$ cat src/rtl/pool2d_pkg.sv
`timescale 1ns / 1ps

package pool2d_pkg;

    localparam int ROW_W  = 6;
    localparam int COL_W  = 6;
    localparam int ADDR_W = ROW_W + COL_W;
    localparam int DATA_W = 16;
    localparam int IDX_W  = 12;

    localparam int PLANE_H    = 1 << ROW_W;
    localparam int PLANE_W    = 1 << COL_W;
    localparam int MAX_KERNEL = 16;

    // Window geometry in signed form: out_row * stride - pad and its bounds.
    localparam int POS_W  = 13;
    // Clipped window area is at most MAX_KERNEL squared.
    localparam int AREA_W = 9;
    // Window sum magnitude reaches MAX_KERNEL^2 * 2^(DATA_W-1).
    localparam int MAG_W  = 24;
    localparam int SUM_W  = MAG_W + 1;

    localparam int CFG_DATA_W = 7;
    localparam int CFG_IDX_W  = 3;

    localparam logic [1:0] FUNC_LOAD = 2'd0;
    localparam logic [1:0] FUNC_MAX  = 2'd1;
    localparam logic [1:0] FUNC_AVG  = 2'd2;

    localparam logic [CFG_IDX_W-1:0] REG_IN_HEIGHT     = 3'd0;
    localparam logic [CFG_IDX_W-1:0] REG_IN_WIDTH      = 3'd1;
    localparam logic [CFG_IDX_W-1:0] REG_KERNEL_HEIGHT = 3'd2;
    localparam logic [CFG_IDX_W-1:0] REG_KERNEL_WIDTH  = 3'd3;
    localparam logic [CFG_IDX_W-1:0] REG_STRIDE_ROWS   = 3'd4;
    localparam logic [CFG_IDX_W-1:0] REG_STRIDE_COLS   = 3'd5;
    localparam logic [CFG_IDX_W-1:0] REG_PAD_ROWS      = 3'd6;
    localparam logic [CFG_IDX_W-1:0] REG_PAD_COLS      = 3'd7;

    localparam logic signed [DATA_W-1:0] MOST_NEGATIVE = {1'b1, {(DATA_W-1){1'b0}}};

    typedef struct packed {
        logic [1:0]               func;
        logic [ROW_W-1:0]         pixel_row;
        logic [COL_W-1:0]         pixel_col;
        logic signed [DATA_W-1:0] pixel_value;
        logic [ROW_W-1:0]         out_row;
        logic [COL_W-1:0]         out_col;
    } item_t;

    typedef struct packed {
        logic signed [DATA_W-1:0] pooled_value;
        logic [IDX_W-1:0]         max_index;
        logic                     window_empty;
    } result_t;

    typedef struct packed {
        logic load;
        logic setup;
        logic bounds;
        logic scan;
        logic div_start;
        logic finish;
    } ctrl_cmd_t;

    typedef struct packed {
        logic empty;
        logic scan_last;
        logic div_done;
    } dp_status_t;

endpackage

$ cat src/rtl/pool2d_ctrl.sv
`timescale 1ns / 1ps

module pool2d_ctrl
    import pool2d_pkg::*;
(
    input  logic       clk,
    input  logic       rst_n,
    input  logic       start,
    input  logic [1:0] func,
    input  dp_status_t status,
    output ctrl_cmd_t  cmd,
    output logic       busy
);

    typedef enum logic [2:0] {
        S_IDLE,
        S_BOUNDS,
        S_SCAN,
        S_DRAIN,
        S_DIV_GO,
        S_DIV_WAIT,
        S_FINISH
    } state_t;

    state_t state_reg;
    state_t state_next;
    logic   avg_reg;
    logic   avg_next;
    logic   is_query;

    assign is_query = (func == FUNC_MAX) || (func == FUNC_AVG);

    always_comb
    begin
        cmd           = '0;
        cmd.load      = (state_reg == S_IDLE) && start && (func == FUNC_LOAD);
        cmd.setup     = (state_reg == S_IDLE) && start && is_query;
        cmd.bounds    = (state_reg == S_BOUNDS);
        cmd.scan      = (state_reg == S_SCAN);
        cmd.div_start = (state_reg == S_DIV_GO);
        cmd.finish    = (state_reg == S_FINISH);
        busy          = (state_reg != S_IDLE);
    end

    always_comb
    begin
        state_next = state_reg;
        avg_next   = avg_reg;
        case (state_reg)
            S_IDLE:
            begin
                if (start && is_query)
                begin
                    state_next = S_BOUNDS;
                    avg_next   = (func == FUNC_AVG);
                end
            end
            S_BOUNDS:
            begin
                state_next = status.empty ? S_FINISH : S_SCAN;
            end
            S_SCAN:
            begin
                if (status.scan_last)
                begin
                    state_next = S_DRAIN;
                end
            end
            S_DRAIN:
            begin
                // The last read lands in the accumulators at the end of this cycle.
                state_next = avg_reg ? S_DIV_GO : S_FINISH;
            end
            S_DIV_GO:
            begin
                state_next = S_DIV_WAIT;
            end
            S_DIV_WAIT:
            begin
                if (status.div_done)
                begin
                    state_next = S_FINISH;
                end
            end
            S_FINISH:
            begin
                state_next = S_IDLE;
            end
            default:
            begin
                state_next = S_IDLE;
            end
        endcase
    end

    always_ff @(posedge clk or negedge rst_n)
    begin
        if (!rst_n)
        begin
            state_reg <= S_IDLE;
            avg_reg   <= 1'b0;
        end
        else
        begin
            state_reg <= state_next;
            avg_reg   <= avg_next;
        end
    end

endmodule

$ cat config.mk
export PLATFORM = sky130hd
export DESIGN_NAME = pool2d_ctrl
export DESIGN_NICKNAME = d
export VERILOG_FILES = /design/src/rtl/pool2d_pkg.sv /design/src/rtl/pool2d_ctrl.sv
export SDC_FILE = /design/constraint.sdc
export NUM_CORES = 1
export LEC_CHECK = 0
export ABC_AREA = 1
export BUFFER_PORTS_ARGS = -buffer_cell sky130_fd_sc_hd__clkbuf_2
export CAP_MARGIN = 0
export CORE_AREA = 2 2 39 41
export CTS_BUF_LIST = sky130_fd_sc_hd__clkbuf_2 sky130_fd_sc_hd__clkbuf_4 sky130_fd_sc_hd__clkbuf_8
export DETAILED_ROUTE_END_ITERATION = 10
export DIE_AREA = 0 0 41 43
export PLACE_DENSITY = 0.5
export RECOVER_POWER = 100
export SLEW_MARGIN = 30
export SYNTH_ARGS = -nofsm -noshare
export SYNTH_HDL_FRONTEND = slang
export SYNTH_SLANG_ARGS = --single-unit
$ cat constraint.sdc
create_clock -name clk -period 0.9 [get_ports clk]
set_input_delay 0.18 -clock clk [delete_from_list [all_inputs] [get_ports clk]]
set_output_delay 0.18 -clock clk [all_outputs]
set_load 0.02 [all_outputs]
==> Word-level counts from Yosys, hierarchy flattened <==
Index checks and enable logic that the tools add are counted.
{ "totals": {"reg_bits": 4, "in_bits": 8, "output_inout_bits": 7, "word_cells": 29} }
{ "classes": {"n_eq_ne": 11, "mux": 6, "reduce_logical": 10} }
{ "ops": {"columns": ["op", "count"], "rows": [
  ["one-hot mux 3 bit (6 select lines)", 1],
  ["2-to-1 mux 3 bit", 4],
  ["equality test 3 bit, second input constant", 3],
  ["equality test 3 x 2 -> 1 bit, second input constant", 2],
  ["logical AND 1 bit", 4],
  ["inequality test 2 bit, second input constant", 2],
  ["equality test 3 x 1 -> 1 bit, second input constant", 1],
  ["logical NOT 3 bit", 1],
  ["AND reduction 3 bit", 1],
  ["nonzero test 3 bit", 1],
  ["equality test 2 x 1 -> 1 bit, second input constant", 1],
  ["equality test 2 bit, second input constant", 1],
  ["logical NOT 2 bit", 1],
  ["2-to-1 mux 2 bit", 1],
  ["inequality test 2 x 1 -> 1 bit, second input constant", 1],
  ["AND reduction 2 bit", 1],
  ["logical OR 1 bit", 1]
]} }

==> Logic depth before layout (Yosys ltp) <==
Gate-level depths: netlist of the first run.
{ "depth": {"ltp_word": 5, "depth_mapped": 7, "depth_no_buf": 6} }

==> Least setup slack after synthesis of the first run <==
OpenSTA, ideal clock, no wires.
{ "synth_path": {"path_type": "flip-flop to output port", "startpoint": "reg state_reg[0]", "endpoint": "out cmd[5] in the netlist's numbering", "arrival_ps": 1100, "path_slack_ps": -380, "path_stages_with_launch": 5, "path_buffers": 1, "path_cell_list": "dfrtp_1 -> buf_6 -> nor2_2 -> nand2_1 -> nor2_1"} }
{ "synth_lines": {"columns": ["element", "line_no", "source"], "rows": [
  ["from (decl)", "pool2d_ctrl.sv:25", "state_t state_reg;"],
  ["from (signal assigned)", "pool2d_ctrl.sv:105", "state_reg <= state_next;"],
  ["to (decl)", "pool2d_ctrl.sv:11", "output ctrl_cmd_t cmd,"]
]} }

==> key figures, run 1 <==
Hold path
  – Hold Crit Start: status[0]
  – Worst Hold Path Cells: 4
  – HP Class: input pin to flip-flop
  – Worst Hold Endpoint: state_reg[0]$_DFFE_PN0P_

Global route
  – Total GRT Usage: 0.1197
  – Largest net degree at the start of global routing: 6
  – Initial antenna violation count: 0
  – Grt ovf: 0
  – Vias in the first global route: 368
  – First-pass GRT wire length: 1.386 mm

Worst setup path
  – CP max stage cell: dfrtp_2
  – Cells along the critical path: nor2_4 -> nand4_2 -> inv_2 -> buf_8
  – Worst reg2reg setup slack: -0.20 ns
  – RR Endpoint: state_reg[1]$_DFFE_PN0P_
  – Max stage delay on crit path: about 0.44 ns
  – Max FO, Critical Path: 4
  – Startpoint types: flip-flop
  – Worst reg-to-reg path cell count: 6
  – CP Class: flip-flop to primary output
  – Worst setup EP type: primary output
  – CP arrival: 1.16 ns
  – Worst Path Required: 0.72 ns
  – Reg2reg start: state_reg[2]$_DFFE_PN0P_

Layout
  – Most common cell after layout, fill and taps aside: buf_4
  – Area delta synth->final: 104.4%
  – Fin nets: 88
  – Share of cells above drive strength 1: 0.6494
  – Most frequent cells in the layout: buf_4 (13), nand2_1 (12), clkbuf_2 (6), buf_6 (6)
  – # diodes: 0
  – Max reg flops: 3

CTS
  – CTS Sinks: 4
  – CTS tree: done
  – Num CTS Buffers: 3
  – Clock Latency Late Sink: 0.24 ns
  – CTS clk-pin slew, worst paths: 0.04 ns
  – H-tree levels: 1
  – Root Driver: clkbuf_4
  – Clk buf depth: 2

Flow run
  – Max Cap Viol: 0

Floorplanning
  – Die X: 41 um
  – Die ar.: 1763 um^2
  – Starting density of the core: 0.2260
  – Die height: 43 um
  – I/O pins: 15
  – Row cnt: 14
  – Core Footprint: ~1400 um^2

Logic synthesis
  – Mean Syn Cell Area: approximately 7.0 um^2
  – Synth Net Count: 55
  – Synth Register Bits: 4
  – Cell variety after synth: 16
  – Ys Warns: 0
  – Seq/Total Area, Yosys: 0.3200
  – Synth Cell Area: 312.8 um^2
  – Gate Count Post-Synth: 45

STA
  – WHS: 0.2317 ns
  – Skew final: between 0.005 and 0.006 ns
  – Crit path time final: 1.339 ns
  – Post-route setup slack: -0.4390 ns
  – Final period util: 1.488
  – Slew Viols, Final: 0
  – Worst-Margin Slew: between 0.2 and 0.25 ns
  – Fin. Hold Viols: 0
  – RSZ-0062 raised after global routing: true
  – Fmax: 0.7468 GHz
  – Max_slew headroom: 0.8595
  – Final setup violation count: 11

Drt
  – Antenna viol nets, final: 0
  – Final wirelength: 831 um
  – First-pass DRT Iterations: 2
  – DR iter-0 viols: 1
  – Vias per cell: 4.376
  – Wire per inst: 8.935 um
  – DRC Markers: 0
  – Vias after detailed routing: 407

Placed design
  – # port buffers: 14
  – HPWL after DPL: 614.5 um
  – Gp weighted congestion: 0.6664

Run status
  – Violated checks: negative setup slack
  – Status: complete, but fails checks

Power
  – VDD IR-drop max: 1.227 mV
  – Power per Cell Area: between 3000 and 4000 nW/um^2
  – Leakage: around 0.34 nW
  – Pwr Total: 0.002117 W
==> worst max-delay path by stage <==
stage                                  start     end  slack [ns]
CTS                 state_reg[0]$_DFFE_PN0P_  cmd[4]       -0.46
finish              state_reg[0]$_DFFE_PN0P_  cmd[4]       -0.44
global route        state_reg[1]$_DFFE_PN0P_  cmd[4]       -0.51
floorplan           state_reg[0]$_DFFE_PN0P_  cmd[5]       -0.16
detailed placement                   func[1]  cmd[4]       -0.24
global placement                     func[1]  cmd[4]       -0.23
==> metrics by stage <==
stage                     cells  setup TNS [ns]  utilization  instance area [um^2]  worst slack [ns]
after floorplan              45         -0.8497            -                 346.6           -0.1565
after global placement       85          -1.826       0.3671                 508.0           -0.2264
after detailed placement     85          -1.838       0.3671                 508.0           -0.2402
after CTS                    92          -3.603       0.4394                 608.1           -0.4611
after global routing         93          -4.077       0.4620                 639.4           -0.5081
final                        93          -3.375       0.4620                 639.4           -0.4390
==> cell usage after synthesis <==
library cell	instances	area share
buf_6	1	0.036
o21ai_1	1	0.016
nor2_1	5	0.060
nand2_1	13	0.16
nand4_1	1	0.020
nor3_1	2	0.032
nor2_2	2	0.040
dfrtp_1	4	0.32
nand3_2	1	0.032
a21boi_0	1	0.024
nand4_2	1	0.040
o21ai_0	1	0.016
nand3_1	2	0.032
inv_1	4	0.048
ha_1	2	0.080
inv_2	4	0.048
==> where the power goes <==
part / switching [W] / leakage (nW) / internal, W / total, W
clock network: 0.0000869 / 0.0184 / 0.000197 / 0.000284
logic: 0.000676 / 0.277 / 0.000744 / 0.00142
registers: 0.000134 / 0.0458 / 0.000280 / 0.000414
total: 0.000897 / 0.341 / 0.00122 / 0.00212
==> cell families after synthesis <==
kind of cell / after synthesis / share of synthesized area
flops: 4 / 0.3200
buf+inv: 9 / 0.1320
simple gates: 27 / 0.4120
compound gates: 3 / 0.05598
fa+ha+maj: 2 / 0.07999
==> metal layers <==
| metal | global-route usage | vias to the layer above | share of wire |
|---|---|---|---|
| met2 | 0.1875 | 18 | 0.54 |
| met5 | 0 | - | 0 |
| met1 | 0.1197 | 185 | 0.37 |
| li1 | - | 204 | - |
| met3 | 0.06806 | 0 | 0.085 |
| met4 | 0.06000 | 0 | 0 |
==> critical path, delay by kind of cell, from the launching register on <==
kind          cells  cell delay [ns]
flops             1             0.44
simple gates      2             0.28
buf+inv           2             0.20
==> cell type report <==
| type | instances | area, um^2 |
|---|---|---|
| well taps | 16 | 20.02 |
| multi-input cells | 32 | 214.0 |
| fillers | 145 | 744.5 |
| repair buffers | 29 | 239.0 |
| flip-flops and latches | 4 | 103.9 |
| inverters | 8 | 32.53 |
| clock buffers | 4 | 30.03 |
==> timing repair <==
action | in CTS | in global routing
endpoints found under the setup margin | 11 | 11
gates resized for setup | 14 | 16
hold endpoints to repair | 4 | 0
buffers inserted | 2 | 1
pin swaps | 8 | 5
hold buffers | 1 | 0
(Power assumes the default switching activity.)
==> run 2, diff against run 1 <==
Clock period 0.9 ns to 1.1 ns, I/O delays scaled along.
==> key figures, run 2 (synthesis results as in run 1) <==
Run status
  – Status: complete, but fails checks
  – Violated checks: negative setup slack

Worst setup path
  – Max stage delay on crit path: 0.44 ns (about the same)
  – CP max stage cell: dfrtp_2
  – CP Class: flip-flop to primary output
  – Worst Path Required: 0.88 ns (+0.16 ns)
  – Worst reg-to-reg path cell count: 7 (+1)
  – Worst setup EP type: primary output
  – Cells along the critical path: nor2_4 -> nand4_2 -> inv_2 -> buf_8
  – CP arrival: 1.13 ns (-0.03 ns)
  – Max FO, Critical Path: 4 (unchanged)
  – Startpoint types: flip-flop

Placed design
  – Placed Area: 464.2 um^2 (-8.6%)
  – Gp weighted congestion: 0.7216 (+8.3%)
  – HPWL after DPL: 621 um (+1.1%)
  – # port buffers: 14 (unchanged)
  – Post-Place Cells: 82 (-3.5%)

Drt
  – First-pass DRT Iterations: 1 (-1)
  – Wire per inst: 9.111 um (+2.0%)
  – Antenna viol nets, final: 0 (unchanged)
  – Vias after detailed routing: 385 (-5.4%)
  – DRC Markers: 0 (unchanged)
  – DR iter-0 viols: 0 (-1)
  – Final wirelength: 820 um (-1.3%)
  – Vias per cell: 4.278 (-2.3%)

STA
  – Max_slew headroom: 0.8560 (-0.003524)
  – Post-route setup slack: -0.2513 ns (+0.1877 ns)
  – Fin. Hold Viols: 0 (unchanged)
  – Crit path time final: 1.351 ns
  – Skew final: 0.002579 ns (-0.003051 ns)
  – RSZ-0062 raised after global routing: true
  – Final setup violation count: 9 (-2)
  – Worst-Margin Slew: 0.2160 ns (+0.005286 ns)
  – Fmax: 0.7400 GHz
  – Fin Setup TNS: -1.585 ns (+1.789 ns)
  – Slew Viols, Final: 0 (unchanged)
  – Final period util: 1.228

Global route
  – Largest net degree at the start of global routing: 6 (unchanged)
  – Total GRT Usage: 0.1197 (unchanged)
  – Vias in the first global route: 381 (+3.5%)
  – First-pass GRT wire length: 1.380 mm (-0.43%)
  – Initial antenna violation count: 0 (unchanged)
  – Grt ovf: 0 (unchanged)

Power
  – Leakage: 0.3213 nW (-5.9%)
  – VDD IR-drop max: 1.230 mV (+0.20%)
  – Power per Cell Area: 2631 nW/um^2 (-21%)
  – Pwr Total: 0.001600 W (-24%)

CTS
  – H-tree levels: 1 (unchanged)
  – Clock Latency Late Sink: 0.23 ns (about the same)
  – CTS clk-pin slew, worst paths: 0.04 ns (about the same)
  – Num CTS Buffers: 3 (unchanged)
  – CTS tree: done
  – CTS Sinks: 4 (unchanged)
  – Root Driver: clkbuf_4
  – Clk buf depth: 2 (unchanged)

Hold path
  – Worst Hold Path Cells: 4 (unchanged)
  – HP Class: input pin to flip-flop

Floorplanning
  – Die ar.: 1763 um^2 (unchanged)
  – I/O pins: 15 (unchanged)
  – Die X: 41 um (unchanged)
  – Row cnt: 14 (unchanged)
  – Core Footprint: 1384 um^2 (unchanged)
  – Starting density of the core: 0.2260 (unchanged)
  – Die height: 43 um (unchanged)

Layout
  – Most common cell after layout, fill and taps aside: nand2_1
  – Most frequent cells in the layout: nand2_1 (12), buf_4 (10), clkbuf_2 (6), buf_6 (6), inv_2 (5)
  – Max reg flops: 3 (unchanged)
  – FF+latch area: 102.6 um^2 (-1.2%)
  – Multi-input logic area: 209.0 um^2 (-2.3%)
  – # diodes: 0 (unchanged)
  – Final core utilization: 0.4394 (-0.02260)
  – Final Cell Area: 608.1 um^2 (-4.9%)
  – Share of cells above drive strength 1: 0.6216 (-0.02773)
  – Fin nets: 86 (-2.3%)
  – Fillers: 152 (+4.8%)
  – Post-Layout Cell Count: 90 (-3.2%)
  – Area delta synth->final: 94.40%

Flow run
  – Max Cap Viol: 0 (unchanged)
-- run 2: cell count changes in the layout (fill, tap and decap cells not counted), sizes merged --
| cell | change |
|---|---|
| buf | -3 |
-- run 2: path summary, 6_finish.rpt --
check / startpoint / endpoint / slack (ns)
hold reg to reg: avg_reg$_DFFE_PN0P_ / avg_reg$_DFFE_PN0P_ / 0.51
setup / recovery: state_reg[1]$_DFFE_PN0P_ / cmd[4] / -0.25
hold / removal: status[1] / state_reg[1]$_DFFE_PN0P_ / 0.28
min in group asynchronous: rst_n / avg_reg$_DFFE_PN0P_ / 0.34
max in group asynchronous: rst_n / state_reg[0]$_DFFE_PN0P_ / 0.55
setup reg to reg: state_reg[2]$_DFFE_PN0P_ / state_reg[1]$_DFFE_PN0P_ / -0.05
-- run 2: metal layers --
layer | GRT usage | vias to the layer above | wire length, um | part of all wire
li1 | - | 199 | - | -
met1 | 0.1230 | 172 | 334 | 0.41
met2 | 0.1844 | 14 | 420 | 0.51
met3 | 0.06806 | 0 | 65 | 0.079
met4 | 0.06000 | 0 | 0 | 0
met5 | 0 | - | 0 | 0
-- run 2: final cells by class --
class / instances / share of cell area
Clock buffer: 3 / 0.03704
Inverter: 8 / 0.04938
Multi-Input combinational cell: 32 / 0.3436
Sequential cell: 4 / 0.1687
Tap cell: 16 / 0.03292
Timing Repair Buffer: 27 / 0.3683
-- run 2: power breakdown --
group	internal, W	switching, W
combinational	0.000559	0.000535
clock	0.000122	0.0000594
sequential	0.000225	0.0000991
total	0.000906	0.000694
-- run 2: through the flow --
step           setup slack, ns  hold WS, ns
2_1_floorplan         -0.09704     -0.07559
3_5_place_dp           -0.1268      0.03222
6_report               -0.2513       0.2754
3_3_place_gp           -0.1110      0.03126
5_1_grt                -0.3275       0.2888
4_1_cts                -0.2732       0.2711
-- run 2: worst max-delay path, delay by kind of cell, from the launching register on --
| kind | cells | cell delay (ns) |
|---|---|---|
| simple gates | 2 | 0.26 |
| flops | 1 | 0.44 |
| buf+inv | 2 | 0.20 |
-- run 2: what timing repair did --
| item | 4_1_cts | 5_1_grt |
|---|---|---|
| setup endpoints to repair | 7 | 9 |
| hold buffers | 1 | 0 |
| hold endpoints to repair | 4 | 0 |
| pin swaps | 3 | 7 |
| resized for setup | 16 | 15 |
| setup buffers | 1 | 3 |
==> run 3, diff against run 2 <==
Settings changed: ABC_AREA 1 to unset, ABC_CLOCK_PERIOD_IN_PS set to 1100, PLACE_DENSITY 0.5 to 0.47.
==> key figures, run 3 <==
Floorplanning
  – Core Footprint: 1384 um^2 (unchanged)
  – I/O pins: 15 (unchanged)
  – Row cnt: 14 (unchanged)
  – Die height: 43 um (unchanged)
  – Die X: 41 um (unchanged)
  – Die ar.: 1763 um^2 (unchanged)
  – Starting density of the core: 0.2025 (-0.02351)

Global route
  – Grt ovf: 0 (unchanged)
  – Grt peak-use layer: met4
  – Met1 Usage GRT: 0.1039 (-0.01908)
  – Global routing usage on met2: 0.1469 (-0.03750)
  – Vias in the first global route: 271 (-29%)
  – Largest net degree at the start of global routing: 10 (+4)
  – Total GRT Usage: 0.1128 (-0.006929)
  – Global Route met3 Usage: 0.04712 (-0.02094)
  – Initial antenna violation count: 0 (unchanged)
  – First-pass GRT wire length: 1.145 mm (-17%)

STA
  – Fin Setup TNS: -2.360 ns (-0.7749 ns)
  – Final setup violation count: 8 (-1)
  – Post-route setup slack: -0.3911 ns (-0.1398 ns)
  – Fmax: 0.6706 GHz (-9.4%)
  – Slew Viols, Final: 0 (unchanged)
  – Final period util: 1.356 (+0.1271)
  – Max_slew headroom: 0.8576 (+0.001579)
  – Crit path time final: 1.491 ns (+0.1398 ns)
  – WHS: 0.2051 ns (-0.07037 ns)
  – Skew final: 0.002061 ns (-0.0005183 ns)
  – Fin. Hold Viols: 0 (unchanged)
  – Worst-Margin Slew: 0.2136 ns (-0.002368 ns)
  – RSZ-0062 raised after global routing: true

Worst setup path
  – Max stage delay on crit path: 0.42 ns (-0.02 ns)
  – Reg2reg start: state_reg[0]$_DFFE_PN0P_
  – CP max stage cell: or3_4
  – Worst Path Required: 0.88 ns (about the same)
  – Cells along the critical path: or3_4 -> nor2_4 -> buf_8
  – Startpoint types: flip-flop
  – CP arrival: 1.27 ns (+0.14 ns)
  – Worst reg2reg setup slack: -0.32 ns (-0.27 ns)
  – CP Class: flip-flop to primary output
  – Worst setup EP type: primary output
  – Worst reg-to-reg path cell count: 4 (-3)
  – Max FO, Critical Path: 3 (-1)
  – RR Endpoint: avg_reg$_DFFE_PN0P_

CTS
  – Root Driver: clkbuf_4
  – H-tree levels: 1 (unchanged)
  – CTS clk-pin slew, worst paths: 0.04 ns (about the same)
  – CTS tree: done
  – CTS Sinks: 4 (unchanged)
  – Clk buf depth: 2 (unchanged)
  – Clock Latency Late Sink: 0.23 ns (about the same)
  – Num CTS Buffers: 3 (unchanged)

Placed design
  – Placed Area: 415.4 um^2 (-11%)
  – HPWL after DPL: 529.1 um (-15%)
  – Worst slack, placed: -0.1931 ns (-0.06626 ns)
  – # port buffers: 14 (unchanged)
  – Gp weighted congestion: 0.6108 (-15%)

Drt
  – Wire per inst: 9.542 um (+4.7%)
  – Final wirelength: 687 um (-16%)
  – DR iter-0 viols: 1 (+1)
  – Vias after detailed routing: 298 (-23%)
  – Vias per cell: 4.139 (-3.2%)
  – DRC Markers: 0 (unchanged)
  – First-pass DRT Iterations: 2 (+1)
  – Antenna viol nets, final: 0 (unchanged)

Layout
  – Multi-input logic area: 183.9 um^2 (-12%)
  – FF+latch area: 100.1 um^2 (-2.4%)
  – Max reg flops: 3 (unchanged)
  – Final Cell Area: 523.0 um^2 (-14%)
  – Area delta synth->final: 86.61%
  – Fin nets: 68 (-21%)
  – # diodes: 0 (unchanged)
  – Most common cell after layout, fill and taps aside: buf_4
  – Most frequent cells in the layout: buf_4 (10), clkbuf_2 (7), nand2_1 (6)
  – Share of cells above drive strength 1: 0.6071 (-0.01448)
  – Fillers: 156 (+2.6%)
  – Final core utilization: 0.3779 (-0.06148)

Flow run
  – Max Cap Viol: 0 (unchanged)

Hold path
  – HP Class: input pin to flip-flop
  – Worst Hold Endpoint: state_reg[0]$_DFFE_PN0P_
  – Worst Hold Path Cells: 3 (-1)
  – Hold Crit Start: status[1]

Logic synthesis
  – Post-synth EDFFs: 0 (unchanged)
  – Top cells by count, synth: nand2_1 (6), dfrtp_1 (4), inv_1 (3), nor3b_1 (3)
  – Xor-xnor portion of the synthesized cell area: 0 (unchanged)
  – Ys Warns: 0 (unchanged)
  – Predominant post-synthesis flop cell: dfrtp_1
  – Synth Cell Area: 280.3 um^2 (-10%)
  – Post-synth top area share: 0.3571 (+0.03714)
  – Cell variety after synth: 17 (+1)
  – Synth Area in Simple Gates: 0.2723 (-0.1397)
  – Adder-Cell Fraction of Synth Area: 0.08929 (+0.009286)
  – Mux cell area share after synthesis: 0.07589 (+0.07589)
  – Gate Count Post-Synth: 31 (-31%)
  – Ranking of synthesized cells by area: dfrtp_1 (36%), ha_1 (8.9%), nand2_1 (8.0%)
  – Count leader, synth: nand2_1
  – Leading area contributor after synthesis: dfrtp_1
  – Mean Syn Cell Area: 9.041 um^2 (+30%)
  – Async SR Flop Fraction: 1.000 (unchanged)
  – Synth Area in Compound Gates: 0.1071 (+0.05114)
  – Synth Net Count: 41 (-25%)
  – Largest family of logic cells by synthesized area: simple AND/OR/NAND/NOR gates
  – Synth Register Bits: 4 (unchanged)
  – Seq/Total Area, Yosys: 0.3571 (+0.03714)

Power
  – Power per Cell Area: 2507 nW/um^2 (-4.7%)
  – Leakage: 0.2611 nW (-19%)
  – VDD IR-drop max: 0.7146 mV (-42%)

Run status
  – Violated checks: negative setup slack
  – Status: complete, but fails checks
run 3: layout make-up:
type | count | area share
timing repair buffer | 24 | 0.3493
clock buffer | 3 | 0.04306
multi-input combinational | 22 | 0.3517
tap | 16 | 0.03828
inverter | 3 | 0.02632
sequential | 4 | 0.1914
run 3: critical path, delay by kind of cell (launching register included):
| family | cells | cell delay (ns) |
|---|---|---|
| buffers and inverters | 1 | 0.12 |
| AND/OR/NAND/NOR | 2 | 0.55 |
| flip-flops | 1 | 0.37 |
run 3: worst max path at each step:
stage / from / end / cells after the start
final: state_reg[0]$_DFFE_PN0P_ / cmd[4] / 3
after detailed placement: state_reg[0]$_DFFE_PN0P_ / avg_reg$_DFFE_PN0P_ / 3
after global placement: state_reg[0]$_DFFE_PN0P_ / avg_reg$_DFFE_PN0P_ / 3
after global routing: state_reg[2]$_DFFE_PN0P_ / cmd[4] / 3
after CTS: state_reg[0]$_DFFE_PN0P_ / cmd[5] / 3
after floorplan: state_reg[0]$_DFFE_PN0P_ / avg_reg$_DFFE_PN0P_ / 4
run 3: timing repair:
action	CTS	global route
pin swaps	0	3
setup buffers	1	2
setup endpoints to repair	8	10
resized for setup	16	8
hold buffers	1	0
hold endpoints to repair	4	0
run 3: power breakdown:
group	switching, W	internal [W]	total, W
clock network	0.0000570	0.000122	0.000179
registers	0.0000385	0.000220	0.000258
logic	0.000436	0.000438	0.000874
run 3: stage by stage:
step / total power (W) / std cells
6_report: 0.001311 / 72
5_1_grt: 0.001434 / 72
4_1_cts: 0.001307 / 71
3_5_place_dp: 0.0009749 / 66
3_3_place_gp: 0.0009693 / 66
2_1_floorplan: 0.0007752 / 31
run 3: cells by family (layout without fill, tap and decap cells):
logic type / count (synthesis) / after routing
compound gates: 5 / 5
fa+ha+maj: 2 / 2
flops: 4 / 4
simple gates: 13 / 13
mux: 2 / 2
buf+inv: 5 / 30
run 3: metal layers:
metal	up-vias	part of all wire
met5	-	0
met4	0	0.033
met3	2	0.066
met2	13	0.50
met1	128	0.40
li1	155	-
